<file path="config.mk">
export PLATFORM = sky130hd
export DESIGN_NAME = modular_string_hash_engine_top
export DESIGN_NICKNAME = d
export VERILOG_FILES = /design/src/design/mshe_pkg.sv /design/src/design/mshe_char_map.sv /design/src/design/mshe_reducer.sv /design/src/design/modular_string_hash_engine_top.sv
export SDC_FILE = /design/constraint.sdc
export NUM_CORES = 1
export LEC_CHECK = 0
export ABC_AREA = 1
export BUFFER_PORTS_ARGS = -buffer_cell sky130_fd_sc_hd__buf_2
export CORE_MARGIN = 2
export CORE_UTILIZATION = 35
export DETAILED_ROUTE_END_ITERATION = 8
export SYNTH_ARGS = -nofsm -noshare
export SYNTH_HDL_FRONTEND = slang
export SYNTH_SLANG_ARGS = --single-unit
</file>
<file path="constraint.sdc">
create_clock -name clk -period 7.1 [get_ports clk]
set_input_delay 0.71 -clock clk [delete_from_list [all_inputs] [get_ports clk]]
set_output_delay 0.71 -clock clk [all_outputs]
set_load 0.03 [all_outputs]
</file>
<file path="src/design/mshe_pkg.sv">
package mshe_pkg;

  localparam int CHAR_W   = 8;
  localparam int MOD_W    = 31;
  localparam int MODE_W   = 2;
  localparam int HASH_W   = 32;
  localparam int DIGIT_W  = 9;
  // Magnitude of sum * 62 + digit stays below 2**37.
  localparam int DIVIDEND_W = 37;
  localparam int PROD_W     = 39;

  localparam logic [MOD_W-1:0]  MODULUS_RESET = 31'd65407;
  localparam logic [MODE_W-1:0] MODE_LOWER    = 2'd0;
  localparam logic [MODE_W-1:0] MODE_ALNUM    = 2'd1;
  localparam logic [MODE_W-1:0] MODE_FOLD     = 2'd2;
  localparam logic [MODE_W-1:0] MODE_RESET    = MODE_ALNUM;

  localparam logic REG_MODULUS = 1'b0;
  localparam logic REG_MODE    = 1'b1;

  localparam int GROUP_LENGTH_DEF = 4;

  localparam logic [CHAR_W-1:0] CHAR_LA = 8'h61;
  localparam logic [CHAR_W-1:0] CHAR_LZ = 8'h7A;
  localparam logic [CHAR_W-1:0] CHAR_UA = 8'h41;
  localparam logic [CHAR_W-1:0] CHAR_UZ = 8'h5A;
  localparam logic [CHAR_W-1:0] CHAR_D0 = 8'h30;
  localparam logic [CHAR_W-1:0] CHAR_D9 = 8'h39;
  localparam logic [CHAR_W-1:0] ALPHA_N = 8'd26;

  typedef enum logic [1:0] {
    ST_IDLE,
    ST_RED,
    ST_FOLD,
    ST_FIN
  } state_t;

  typedef struct packed {
    logic busy;
    logic done;
  } red_stat_t;

endpackage

</file>
<file path="src/design/mshe_char_map.sv">
module mshe_char_map (
  input  logic [mshe_pkg::CHAR_W-1:0]         char_code,
  input  logic                                lower_mode,
  output logic signed [mshe_pkg::DIGIT_W-1:0] digit,
  output logic                                bad
);

  logic [mshe_pkg::CHAR_W-1:0] ofs;

  always_comb begin
    ofs   = '0;
    bad   = 1'b0;
    digit = '0;
    if (lower_mode) begin
      // Plain offset from 'a'; bytes below 'a' give a negative digit.
      digit = $signed({1'b0, char_code}) - $signed({1'b0, mshe_pkg::CHAR_LA});
    end else if (char_code inside {[mshe_pkg::CHAR_LA:mshe_pkg::CHAR_LZ]}) begin
      ofs   = char_code - mshe_pkg::CHAR_LA;
      digit = $signed({1'b0, ofs});
    end else if (char_code inside {[mshe_pkg::CHAR_UA:mshe_pkg::CHAR_UZ]}) begin
      ofs   = char_code - mshe_pkg::CHAR_UA + mshe_pkg::ALPHA_N;
      digit = $signed({1'b0, ofs});
    end else if (char_code inside {[mshe_pkg::CHAR_D0:mshe_pkg::CHAR_D9]}) begin
      ofs   = char_code - mshe_pkg::CHAR_D0 + mshe_pkg::ALPHA_N + mshe_pkg::ALPHA_N;
      digit = $signed({1'b0, ofs});
    end else begin
      bad = 1'b1;
    end
  end

endmodule

</file>
<file path="src/design/mshe_reducer.sv">
module mshe_reducer #(
  parameter int DIVIDEND_W = mshe_pkg::DIVIDEND_W,
  parameter int DIVISOR_W  = mshe_pkg::MOD_W
) (
  input  logic                  clk,
  input  logic                  rst_n,
  input  logic                  start,
  input  logic [DIVIDEND_W-1:0] dividend,
  input  logic [DIVISOR_W-1:0]  divisor,
  output logic [DIVISOR_W-1:0]  rem,
  output mshe_pkg::red_stat_t   stat
);

  localparam int CNT_W = (DIVIDEND_W > 1) ? $clog2(DIVIDEND_W) : 1;

  logic [DIVIDEND_W-1:0] dvd_r;
  logic [DIVISOR_W-1:0]  div_r;
  logic [DIVISOR_W-1:0]  rem_r;
  logic [CNT_W-1:0]      cnt_r;
  logic                  busy_r;
  logic                  done_r;

  logic [DIVISOR_W:0]    trial;
  logic [DIVISOR_W:0]    diff;
  logic [DIVISOR_W-1:0]  rem_nxt;

  // One dividend bit enters the partial remainder per cycle while the unit is busy, MSB first.
  always_comb begin
    trial   = {rem_r, dvd_r[DIVIDEND_W-1]};
    diff    = trial - {1'b0, div_r};
    rem_nxt = (trial >= {1'b0, div_r}) ? diff[DIVISOR_W-1:0] : trial[DIVISOR_W-1:0];
  end

  always_ff @(posedge clk) begin
    if (!rst_n) begin
      busy_r <= 1'b0;
      done_r <= 1'b0;
      cnt_r  <= '0;
    end else begin
      done_r <= 1'b0;
      if (start) begin
        busy_r <= 1'b1;
        cnt_r  <= CNT_W'(DIVIDEND_W - 1);
      end else if (busy_r) begin
        cnt_r <= cnt_r - 1'b1;
        if (cnt_r == '0) begin
          busy_r <= 1'b0;
          done_r <= 1'b1;
        end
      end
    end
  end

  always_ff @(posedge clk) begin
    if (start) begin
      dvd_r <= dividend;
      div_r <= divisor;
      rem_r <= '0;
    end else if (busy_r) begin
      dvd_r <= dvd_r << 1;
      rem_r <= rem_nxt;
    end
  end

  assign rem       = rem_r;
  assign stat.busy = busy_r;
  assign stat.done = done_r;

endmodule

</file>
<file path="src/design/modular_string_hash_engine_top.sv">
// Channel  Handshake            Payload
// in       in_valid/in_ready    in_char_code[7:0], in_last_char
// out      out_valid/out_ready  out_hash_value[31:0] signed, out_bad_char
// cfg      cfg_we               cfg_index (0 modulus, 1 hash_mode), cfg_wdata[30:0]
//
// The radix-2 remainder unit walks the 37-bit dividend one bit per cycle. A
// character that closes a group or the string in mode 2 runs the unit a
// second time for the group sum.
// Reset is synchronous and active low; it restores both registers and clears
// the hash state. A result beat waits in the output register while the next
// character is taken; only a string's last character stalls while that beat is held.
module modular_string_hash_engine_top #(
  parameter int GROUP_LENGTH = mshe_pkg::GROUP_LENGTH_DEF
) (
  input  logic                                clk,
  input  logic                                rst_n,
  input  logic                                in_valid,
  output logic                                in_ready,
  input  logic [mshe_pkg::CHAR_W-1:0]         in_char_code,
  input  logic                                in_last_char,
  output logic                                out_valid,
  input  logic                                out_ready,
  output logic signed [mshe_pkg::HASH_W-1:0]  out_hash_value,
  output logic                                out_bad_char,
  input  logic                                cfg_we,
  input  logic                                cfg_index,
  input  logic [mshe_pkg::MOD_W-1:0]          cfg_wdata
);

  localparam int GP_W  = (GROUP_LENGTH > 1) ? $clog2(GROUP_LENGTH) : 1;
  localparam int MW    = mshe_pkg::MOD_W;
  localparam int HW    = mshe_pkg::HASH_W;
  localparam int PW    = mshe_pkg::PROD_W;
  localparam int DW    = mshe_pkg::DIVIDEND_W;

  mshe_pkg::state_t state_r, state_nxt;

  logic [MW-1:0]                modulus_r;
  logic [mshe_pkg::MODE_W-1:0]  mode_r;
  logic signed [HW-1:0]         rs_r;
  logic [MW-1:0]                ft_r;
  logic [GP_W-1:0]              gp_r;
  logic                         err_r;
  logic                         neg_r;
  logic                         last_r;

  logic                         out_valid_r;
  logic signed [HW-1:0]         out_hash_r;
  logic                         out_bad_r;

  logic [MW-1:0]                m_eff;
  logic                         lower_mode;
  logic                         fold_mode;
  logic signed [mshe_pkg::DIGIT_W-1:0] digit;
  logic                         bad;
  logic signed [PW-1:0]         rs_ext;
  logic signed [PW-1:0]         prod;
  logic [PW-1:0]                mag;
  logic [GP_W:0]                gp_inc;
  logic                         group_end;
  logic                         fold_now;
  logic [MW-1:0]                red_rem;
  mshe_pkg::red_stat_t          red_stat;
  logic signed [HW-1:0]         rs_new;
  logic [MW:0]                  fold_sum;

  logic                         accept;
  logic                         red_start;
  logic [DW-1:0]                red_dvd;
  logic                         out_free;
  logic                         load_out;

  assign m_eff      = (modulus_r == '0) ? MW'(1) : modulus_r;
  assign lower_mode = (mode_r == mshe_pkg::MODE_LOWER);
  assign fold_mode  = (mode_r == mshe_pkg::MODE_FOLD);
  assign accept     = in_valid && in_ready;
  assign out_free   = !out_valid_r || out_ready;

  mshe_char_map u_map (
    .char_code  (in_char_code),
    .lower_mode (lower_mode),
    .digit      (digit),
    .bad        (bad)
  );

  // sum * 26 or sum * 62 as shifted adds, plus the character digit.
  always_comb begin
    rs_ext = PW'(rs_r);
    if (lower_mode) begin
      prod = (rs_ext <<< 4) + (rs_ext <<< 3) + (rs_ext <<< 1) + PW'(digit);
    end else begin
      prod = (rs_ext <<< 6) - (rs_ext <<< 1) + PW'(digit);
    end
    mag = prod[PW-1] ? PW'(-prod) : PW'(prod);
  end

  assign gp_inc    = {1'b0, gp_r} + 1'b1;
  assign group_end = (gp_inc >= (GP_W+1)'(GROUP_LENGTH));
  assign fold_now  = fold_mode && (group_end || last_r);

  mshe_reducer #(
    .DIVIDEND_W (DW),
    .DIVISOR_W  (MW)
  ) u_red (
    .clk      (clk),
    .rst_n    (rst_n),
    .start    (red_start),
    .dividend (red_dvd),
    .divisor  (m_eff),
    .rem      (red_rem),
    .stat     (red_stat)
  );

  // Truncating remainder in mode 0; the other modes fold negatives into 0..m-1.
  always_comb begin
    if (lower_mode) begin
      rs_new = neg_r ? -$signed({1'b0, red_rem}) : $signed({1'b0, red_rem});
    end else if (neg_r && (red_rem != '0)) begin
      rs_new = $signed({1'b0, m_eff - red_rem});
    end else begin
      rs_new = $signed({1'b0, red_rem});
    end
    fold_sum = {1'b0, ft_r} + {1'b0, rs_new[MW-1:0]};
  end

  always_comb begin
    state_nxt = state_r;
    case (state_r)
      mshe_pkg::ST_IDLE: begin
        if (accept) state_nxt = mshe_pkg::ST_RED;
      end
      mshe_pkg::ST_RED: begin
        if (red_stat.done) begin
          state_nxt = fold_now ? mshe_pkg::ST_FOLD : mshe_pkg::ST_FIN;
        end
      end
      mshe_pkg::ST_FOLD: begin
        if (red_stat.done) state_nxt = mshe_pkg::ST_FIN;
      end
      mshe_pkg::ST_FIN: begin
        if (!last_r || out_free) state_nxt = mshe_pkg::ST_IDLE;
      end
      default: state_nxt = mshe_pkg::ST_IDLE;
    endcase
  end

  always_comb begin
    in_ready  = 1'b0;
    red_start = 1'b0;
    red_dvd   = mag[DW-1:0];
    load_out  = 1'b0;
    case (state_r)
      mshe_pkg::ST_IDLE: begin
        in_ready  = !red_stat.busy;
        red_start = accept;
      end
      mshe_pkg::ST_RED: begin
        red_dvd   = DW'(fold_sum);
        red_start = red_stat.done && fold_now;
      end
      mshe_pkg::ST_FIN: begin
        load_out = last_r && out_free;
      end
      default: begin
      end
    endcase
  end

  always_ff @(posedge clk) begin
    if (!rst_n) begin
      state_r   <= mshe_pkg::ST_IDLE;
      modulus_r <= mshe_pkg::MODULUS_RESET;
      mode_r    <= mshe_pkg::MODE_RESET;
      rs_r      <= '0;
      ft_r      <= '0;
      gp_r      <= '0;
      err_r     <= 1'b0;
    end else begin
      state_r <= state_nxt;
      if (cfg_we) begin
        if (cfg_index == mshe_pkg::REG_MODULUS) begin
          modulus_r <= cfg_wdata;
        end else begin
          mode_r <= cfg_wdata[mshe_pkg::MODE_W-1:0];
        end
      end
      if (accept && bad && !lower_mode) err_r <= 1'b1;
      if (state_r == mshe_pkg::ST_RED && red_stat.done) begin
        if (fold_now) begin
          rs_r <= '0;
          gp_r <= '0;
        end else begin
          rs_r <= rs_new;
          if (fold_mode) gp_r <= gp_inc[GP_W-1:0];
        end
      end
      if (state_r == mshe_pkg::ST_FOLD && red_stat.done) ft_r <= red_rem;
      if (load_out) begin
        rs_r  <= '0;
        ft_r  <= '0;
        gp_r  <= '0;
        err_r <= 1'b0;
      end
    end
  end

  always_ff @(posedge clk) begin
    if (accept) begin
      neg_r  <= prod[PW-1];
      last_r <= in_last_char;
    end
  end

  always_ff @(posedge clk) begin
    if (!rst_n) begin
      out_valid_r <= 1'b0;
    end else if (load_out) begin
      out_valid_r <= 1'b1;
    end else if (out_ready) begin
      out_valid_r <= 1'b0;
    end
  end

  always_ff @(posedge clk) begin
    if (load_out) begin
      out_hash_r <= fold_mode ? $signed({1'b0, ft_r}) : rs_r;
      out_bad_r  <= err_r;
    end
  end

  assign out_valid      = out_valid_r;
  assign out_hash_value = out_hash_r;
  assign out_bad_char   = out_bad_r;

endmodule

</file>
After elaboration in Yosys (flattened, before gate mapping)
Index checks and enable logic that the tools add are counted.

word-level totals
  register bits = 244
  input port bits = 46
  output and inout port bits = 35
  logic and storage cells = 131

cells by class
  add/subtract/negate cells = 19
  $lt $le $gt $ge = 8
  eq/ne operators = 8
  muxes and demuxes = 39
  bitwise operators = 3
  reduce and logical (&&, ||, !) cells = 34

operators with widths
  kind                                                             count
  2-to-1 mux 37 bit                                                4
  2-to-1 mux 31 bit                                                4
  2-to-1 mux 32 bit                                                3
  subtractor 31 bit                                                2
  adder 38 x 9 -> 39 bit                                           1
  adder 39 x 9 -> 39 bit                                           1
  2-to-1 mux 39 bit                                                1
  subtractor 38 x 33 -> 39 bit                                     1
  adder 37 x 33 -> 38 bit                                          1
  adder 36 x 35 -> 37 bit                                          1
  negator 37 bit                                                   1
  adder 31 x 31 -> 32 bit                                          1
  >= comparator 32 x 31 -> 1 bit                                   1
  negator 31 -> 32 bit                                             1
  zero test 31 bit                                                 1
  nonzero test 31 bit                                              1
  2-to-1 mux 9 bit                                                 3
  adder 8 x 5 -> 8 bit (second input constant)                     3
  >= comparator 8 x 7 -> 1 bit (second input constant)             2
  less-or-equal comparator 8 x 7 -> 1 bit (second input constant)  2
  subtractor 8 x 7 -> 8 bit (second input constant)                2
  2-to-1 mux 1 bit                                                 13
  logical AND 1 bit                                                12
  2-to-1 mux 2 bit                                                 6
  25 further kinds                                                 43

Depth between registers and ports, before layout
  word-level depth = 13
  depth in mapped cells = 40
  gate-level depth less buffers = 40

Cells and area by module
A second synthesis with hierarchy kept.

unflattened totals
  cells, all modules = 4485
  area total of the unflattened synthesis = 27851.7 um2

by module, submodules not included
  module                          times used  cells each  area an instance (um2)  sequential area each (um2)
  modular_string_hash_engine_top  1           3345        20051.7                 3093.0
  mshe_reducer                    1           998         7008.0                  2822.7
  mshe_char_map                   1           142         792.0                   0.0

Worst setup path before layout
Ideal clock, no wire load.

  kind = input -> register
  from = input port in_char_code[2] in the netlist's numbering
  to = register u_red.dvd_r[34] (data pin)
  arrival = 5.491 ns
  setup slack = 1.356 ns
  cell stages on the path = 28
  cell sequence = inv_1 -> ha_1 -> nand2_1 -> nand2_1 -> nand2_1 -> nand2_1 -> inv_2 -> nand2_2 -> inv_1 -> fa_1 -> ha_1 -> nand2_1 -> inv_1 -> a21oi_1 -> nand2_2 -> xor2_1 -> nand2_1 -> nand2_1 -> nor2_2 -> nand2_2 -> nor2_2 -> nand3_2 -> nor2_2 -> nand4_1 -> nand2_1 -> nand2_1 -> nand3_1 -> nand2_1

between the ends
  longest elaborated chain between the ends = 13
  elaborated cells between the ends (all ways) = 27
  those cells by class = 10 x add/sub; 6 x order compare; 8 x mux; 3 x reduce/logical

ends and longest elaborated chain
  what                                                                     line                                                                        source
  start, declared                                                          modular_string_hash_engine_top.sv:19                                        input logic [mshe_pkg::CHAR_W-1:0] in_char_code,
  subtractor 8 x 6 -> 8 bit                                                mshe_char_map.sv:24                                                         ofs = char_code - mshe_pkg::CHAR_D0 + mshe_pkg::ALPHA_N + mshe_pkg::ALPHA_N;
  adder 8 x 5 -> 8 bit (2 in a row)                                        mshe_char_map.sv:24
  2-to-1 mux 8 bit                                                         mshe_char_map.sv:23                                                         end else if (char_code inside {[mshe_pkg::CHAR_D0:mshe_pkg::CHAR_D9]}) begin
  2-to-1 mux 9 bit                                                         mshe_char_map.sv:20                                                         end else if (char_code inside {[mshe_pkg::CHAR_UA:mshe_pkg::CHAR_UZ]}) begin
  2-to-1 mux 9 bit                                                         mshe_char_map.sv:17                                                         end else if (char_code inside {[mshe_pkg::CHAR_LA:mshe_pkg::CHAR_LZ]}) begin
  2-to-1 mux 9 bit *                                                       mshe_char_map.sv:14                                                         if (lower_mode) begin
  adder 39 x 9 -> 39 bit / adder 38 x 9 -> 39 bit (equally long branches)  modular_string_hash_engine_top.sv:92, modular_string_hash_engine_top.sv:90
  2-to-1 mux 39 bit *                                                      modular_string_hash_engine_top.sv:89                                        if (lower_mode) begin
  negator 37 bit                                                           modular_string_hash_engine_top.sv:94                                        mag = prod[PW-1] ? PW'(-prod) : PW'(prod);
  2-to-1 mux 37 bit *                                                      modular_string_hash_engine_top.sv:94
  2-to-1 mux 37 bit *                                                      modular_string_hash_engine_top.sv:152                                       case (state_r)
  2-to-1 mux 37 bit *                                                      mshe_reducer.sv:55                                                          if (start) begin
  end signal, assigned                                                     mshe_reducer.sv:56                                                          dvd_r <= dividend;
  end signal, assigned                                                     mshe_reducer.sv:60                                                          dvd_r <= dvd_r << 1;
  end, declared                                                            mshe_reducer.sv:16                                                          logic [DIVIDEND_W-1:0] dvd_r;

Mark *: on every way between the ends. The rest lies on a longest branch, timed or not.
A chain may end at the register's enable or synchronous reset.

Final worst setup path
  from = register modulus_r[23]
  to = register u_red.dvd_r[30] (data pin)

between the ends
  longest elaborated chain between the ends = 8

ends and longest elaborated chain
  what                       line                                   source
  start, declared            modular_string_hash_engine_top.sv:38   logic [MW-1:0] modulus_r;
  start signal, assigned     modular_string_hash_engine_top.sv:172  modulus_r <= mshe_pkg::MODULUS_RESET;
  start signal, assigned     modular_string_hash_engine_top.sv:182  modulus_r <= cfg_wdata;
  zero test 31 bit           modular_string_hash_engine_top.sv:73   assign m_eff = (modulus_r == '0) ? MW'(1) : modulus_r;
  2-to-1 mux 31 bit *        modular_string_hash_engine_top.sv:73
  subtractor 31 bit *        modular_string_hash_engine_top.sv:119  rs_new = $signed({1'b0, m_eff - red_rem});
  2-to-1 mux 31 bit *        modular_string_hash_engine_top.sv:118  end else if (neg_r && (red_rem != '0)) begin
  2-to-1 mux 32 bit *        modular_string_hash_engine_top.sv:116  if (lower_mode) begin
  adder 31 x 31 -> 32 bit *  modular_string_hash_engine_top.sv:123  fold_sum = {1'b0, ft_r} + {1'b0, rs_new[MW-1:0]};
  2-to-1 mux 37 bit *        modular_string_hash_engine_top.sv:152
  2-to-1 mux 37 bit *        mshe_reducer.sv:55

Marks and branches as above.

==> impl_metrics.csv <==
group,metric,value,unit
route,route.detailed.wl_per_inst,17.6,um
critical_path,critical_path.startpoint_type,"flip-flop",
hold_path,holdPathEnd,"last_r$_DFFE_PP_",
synthesis,yosysTopAreaCell,"nand2_1",
layout,nets,4446,
sta,worst_clock_skew,0.0188,ns
sta,tns,0,ns
sta,finalCritPeriodShare,82.6,%
route,drt_pass1_iterations,6,
global_routing,grt_start_max_net_pins,65,
floorplanning,floorplan.die_area,77800,um2
route,viasPerCell,5.19,
critical_path,critical_path_max_stage_delay,0.45,ns
sta,slew_headroom,30.1,%
critical_path,critical-path-slowest-cell,"nor4_1",
cts,ctsResizeCount,0,
critical_path,cp_data_arrival_time,6.33,ns
layout,mostFrequentLayoutCell,"nand2_1",
sta,final_max_slew_viol_count,0,
route,totalWireLength,89800,um
critical_path,worst-r2r-setup-slack,1.23,ns
cts,cts-hold-fix-buffers,0,
global_routing,antenna_found_initial,2,
critical_path,crit_path_end_kind,"flip-flop",
run,maxCapViolCount,0,
cts,cts.sinks,244,
cts,tritoncts,"yes",
route,antenna_violating_nets_post_route,0,
synthesis,dominantRegCellSynth,"dfxtp_1",
synthesis,synth_seq_cells,244,
route,detailedRoute.firstIterationViolations,2202,
synthesis,synth-edff-count,103,
cts,root_buffer,"clkbuf_16",
cts,postCtsSetupRepairBufs,0,
layout,insertedDiodeCount,0,
sta,unrepaired_setup_endpoints_after_global_routing,"no",
placement,place_inst,5047,
placement,number_of_buffers_added_on_ports,80,
hold_path,timing.hold.worst.class,"input pin to flip-flop",
power_and_ir_drop,power.static_leakage,14.0,nW
sta,final_count_of_hold_timing_violations,0,
synthesis,netlist.area_leader.share,16.2,%
floorplanning,initial_core_util,35.5,%
critical_path,critical-path-top-cell-by-count,"nand2_1",
synthesis,synth.lib_cells_used.distinct,59,
cts,ctsHtreeMaxLevel,1,
route,dr_drc_count,0,
critical_path,timing.rr.start,"modulus_r[23]$_SDFFE_PN0P_",
synthesis,synth.top_cells.by_area,"nand2_1, edfxtp_1, dfxtp_1",
floorplanning,placementRows,100,
cts,clk-insertion-delay-late,0.61,ns
hold_path,min_path_cells,1,
placement,finalWeightedCongestion,0.985,
floorplanning,core_region_area,74600,um2
sta,achievable-frequency,0.170,GHz
critical_path,rr_endpoint,"u_red.dvd_r[30]$_DFFE_PP_",
floorplanning,die_w,279,um
synthesis,syn_avg_cell_area,6.43,um2
sta,tightestPinTransition,1.05,ns
global_routing,grt_use_total,22.7,%
power_and_ir_drop,powerDensity,237,nW/um2
cts,worst_setup_hold_path_clk_slew,0.06,ns
cts,cts-buffers-inserted,31,
global_routing,grt_first_pass_wirelength,140000,um
floorplanning,die_h,279,um
critical_path,worst_r2r_path_depth,30,
hold_path,holdCritStartpoint,"in_last_char",
sta,finalSetupViolations,0,
floorplanning,ioPinCount,81,
critical_path,criticalPathCategory,"flip-flop to flip-flop",
synthesis,netlist_instances,4110,
synthesis,synth.cell_area,26400,um2
placement,dpl.hpwl,74200,um
sta,period_needed,5.87,ns
layout,layout.cells.most_common_list,"nand2_1, inv_1, nand3_1, nor2_1, a21oi_1",
outcome,result_of_the_run,"completed",
layout,areaGrowthSynthToFinish,8.76,%
route,num_vias,26500,
cts,cts_max_path_buffers,3,
global_routing,overflow,0,
layout,drive_above_1_share,7.30,%
layout,final-instance-count-excl-fill,5105,
critical_path,timing.critical_path.required,7.56,ns
synthesis,yosysWarnings,0,
synthesis,synth_fp_nets,4445,
synthesis,synth_seq_area_share,22.4,%
global_routing,grt_pass1_vias,25300,
power_and_ir_drop,power.ir.vdd_worst,0.168,mV
critical_path,cp_max_fo,5,
synthesis,synth_async_sr_flop_share,0,%
## how the worst max path moves through the flow
stage | startpoint | to | slack (ns) | cells past startpoint
floorplan | in_char_code[2] | u_red.dvd_r[34]$_DFFE_PP_ | 1.36 | 28
global placement | in_char_code[0] | u_red.dvd_r[35]$_DFFE_PP_ | 1.09 | 37
detailed placement | in_char_code[2] | u_red.dvd_r[35]$_DFFE_PP_ | 1.07 | 30
CTS | modulus_r[23]$_SDFFE_PN0P_ | u_red.dvd_r[30]$_DFFE_PP_ | 1.26 | 30
global route | modulus_r[23]$_SDFFE_PN0P_ | u_red.dvd_r[30]$_DFFE_PP_ | 0.70 | 30
finish | modulus_r[23]$_SDFFE_PN0P_ | u_red.dvd_r[30]$_DFFE_PP_ | 1.23 | 30
## cell families after synthesis
kind of cell               synth area share [%]
DFF                                        22.4
and+or+nand+nor                            33.4
xor gates and xnor gates                   2.32
adders and majority gates                  16.4
AOI/OAI and AO/OA                          14.3
buffers and inverters                      11.1
## per-layer routing
layer  track usage [%]  up-vias  wire (um)
met5                 0        -          0
met4              7.00        0       3010
met3              2.11      165       4440
met2              38.5      710      41500
met1              30.5    12200      40900
li1                  -    13400          -
## power by group
group	switching (mW)	internal [mW]	leakage [nW]
Clock	0.693	0.979	0.512
Sequential	0.104	1.76	2.11
Combinational	2.31	0.959	11.3
Total	3.11	3.70	14.0
## through the flow
stage	hold WS (ns)	util (%)	power [mW]	worst slack, ns	instance area (um2)
3_5_place_dp	0.446	37.1	5.12	1.07	27700
4_1_cts	0.269	38.6	6.82	1.26	28800
6_report	0.292	38.6	6.81	1.23	28800
3_3_place_gp	0.451	37.1	5.10	1.09	27700
5_1_grt	0.267	38.6	7.31	0.700	28800
2_1_floorplan	0.409	-	4.23	1.36	26400
## state kept, by name, summed over array words and instances, names as in the netlist, 2 cells and up
register	flops
rs_r	32
u_red.div_r	31
ft_r	31
gp_r	2
out_hash_value	32
mode_r	2
state_r	2
u_red.rem	31
u_red.dvd_r	37
u_red.cnt_r	6
modulus_r	31
## Yosys cell counts (7+ instances only)
cell and instances:
nand3_1 373, inv_1 589, inv_2 32, o211ai_1 29, a21oi_1 305, nor2_2 26
dfxtp_1 141, o21ai_1 21, nand4_1 50, fa_1 97, nand2_2 34, nand2_1 1140
nor2_4 7, nor3_1 44, or2_2 7, and2_1 9, xor2_1 34, o21ai_0 228
o21a_1 11, ha_1 192, nor4_1 16, a31oi_1 28, edfxtp_1 103, buf_2 24
clkbuf_1 97, o21bai_1 15, xnor2_1 36, nor2_1 317, a21o_1 12, nand3_2 17
## layout make-up
cell class              instances  area, um2
multi-input cells            3105      17600
repair buffers                104        581
flip-flops and latches        244       5920
fillers                      8175      45800
clock inverters                22        264
well taps                     969       1210
clock buffers                  36        815
inverters                     625       2350
## critical path: cells and delay by family (launching register included)
kind	cells	cell delay (ns)
fa+ha+maj	3	0.80
buf+inv	4	0.30
flops	1	0.34
compound gates	6	1.19
simple gates	17	3.08
Note: power is estimated with default switching activity, not from simulation.
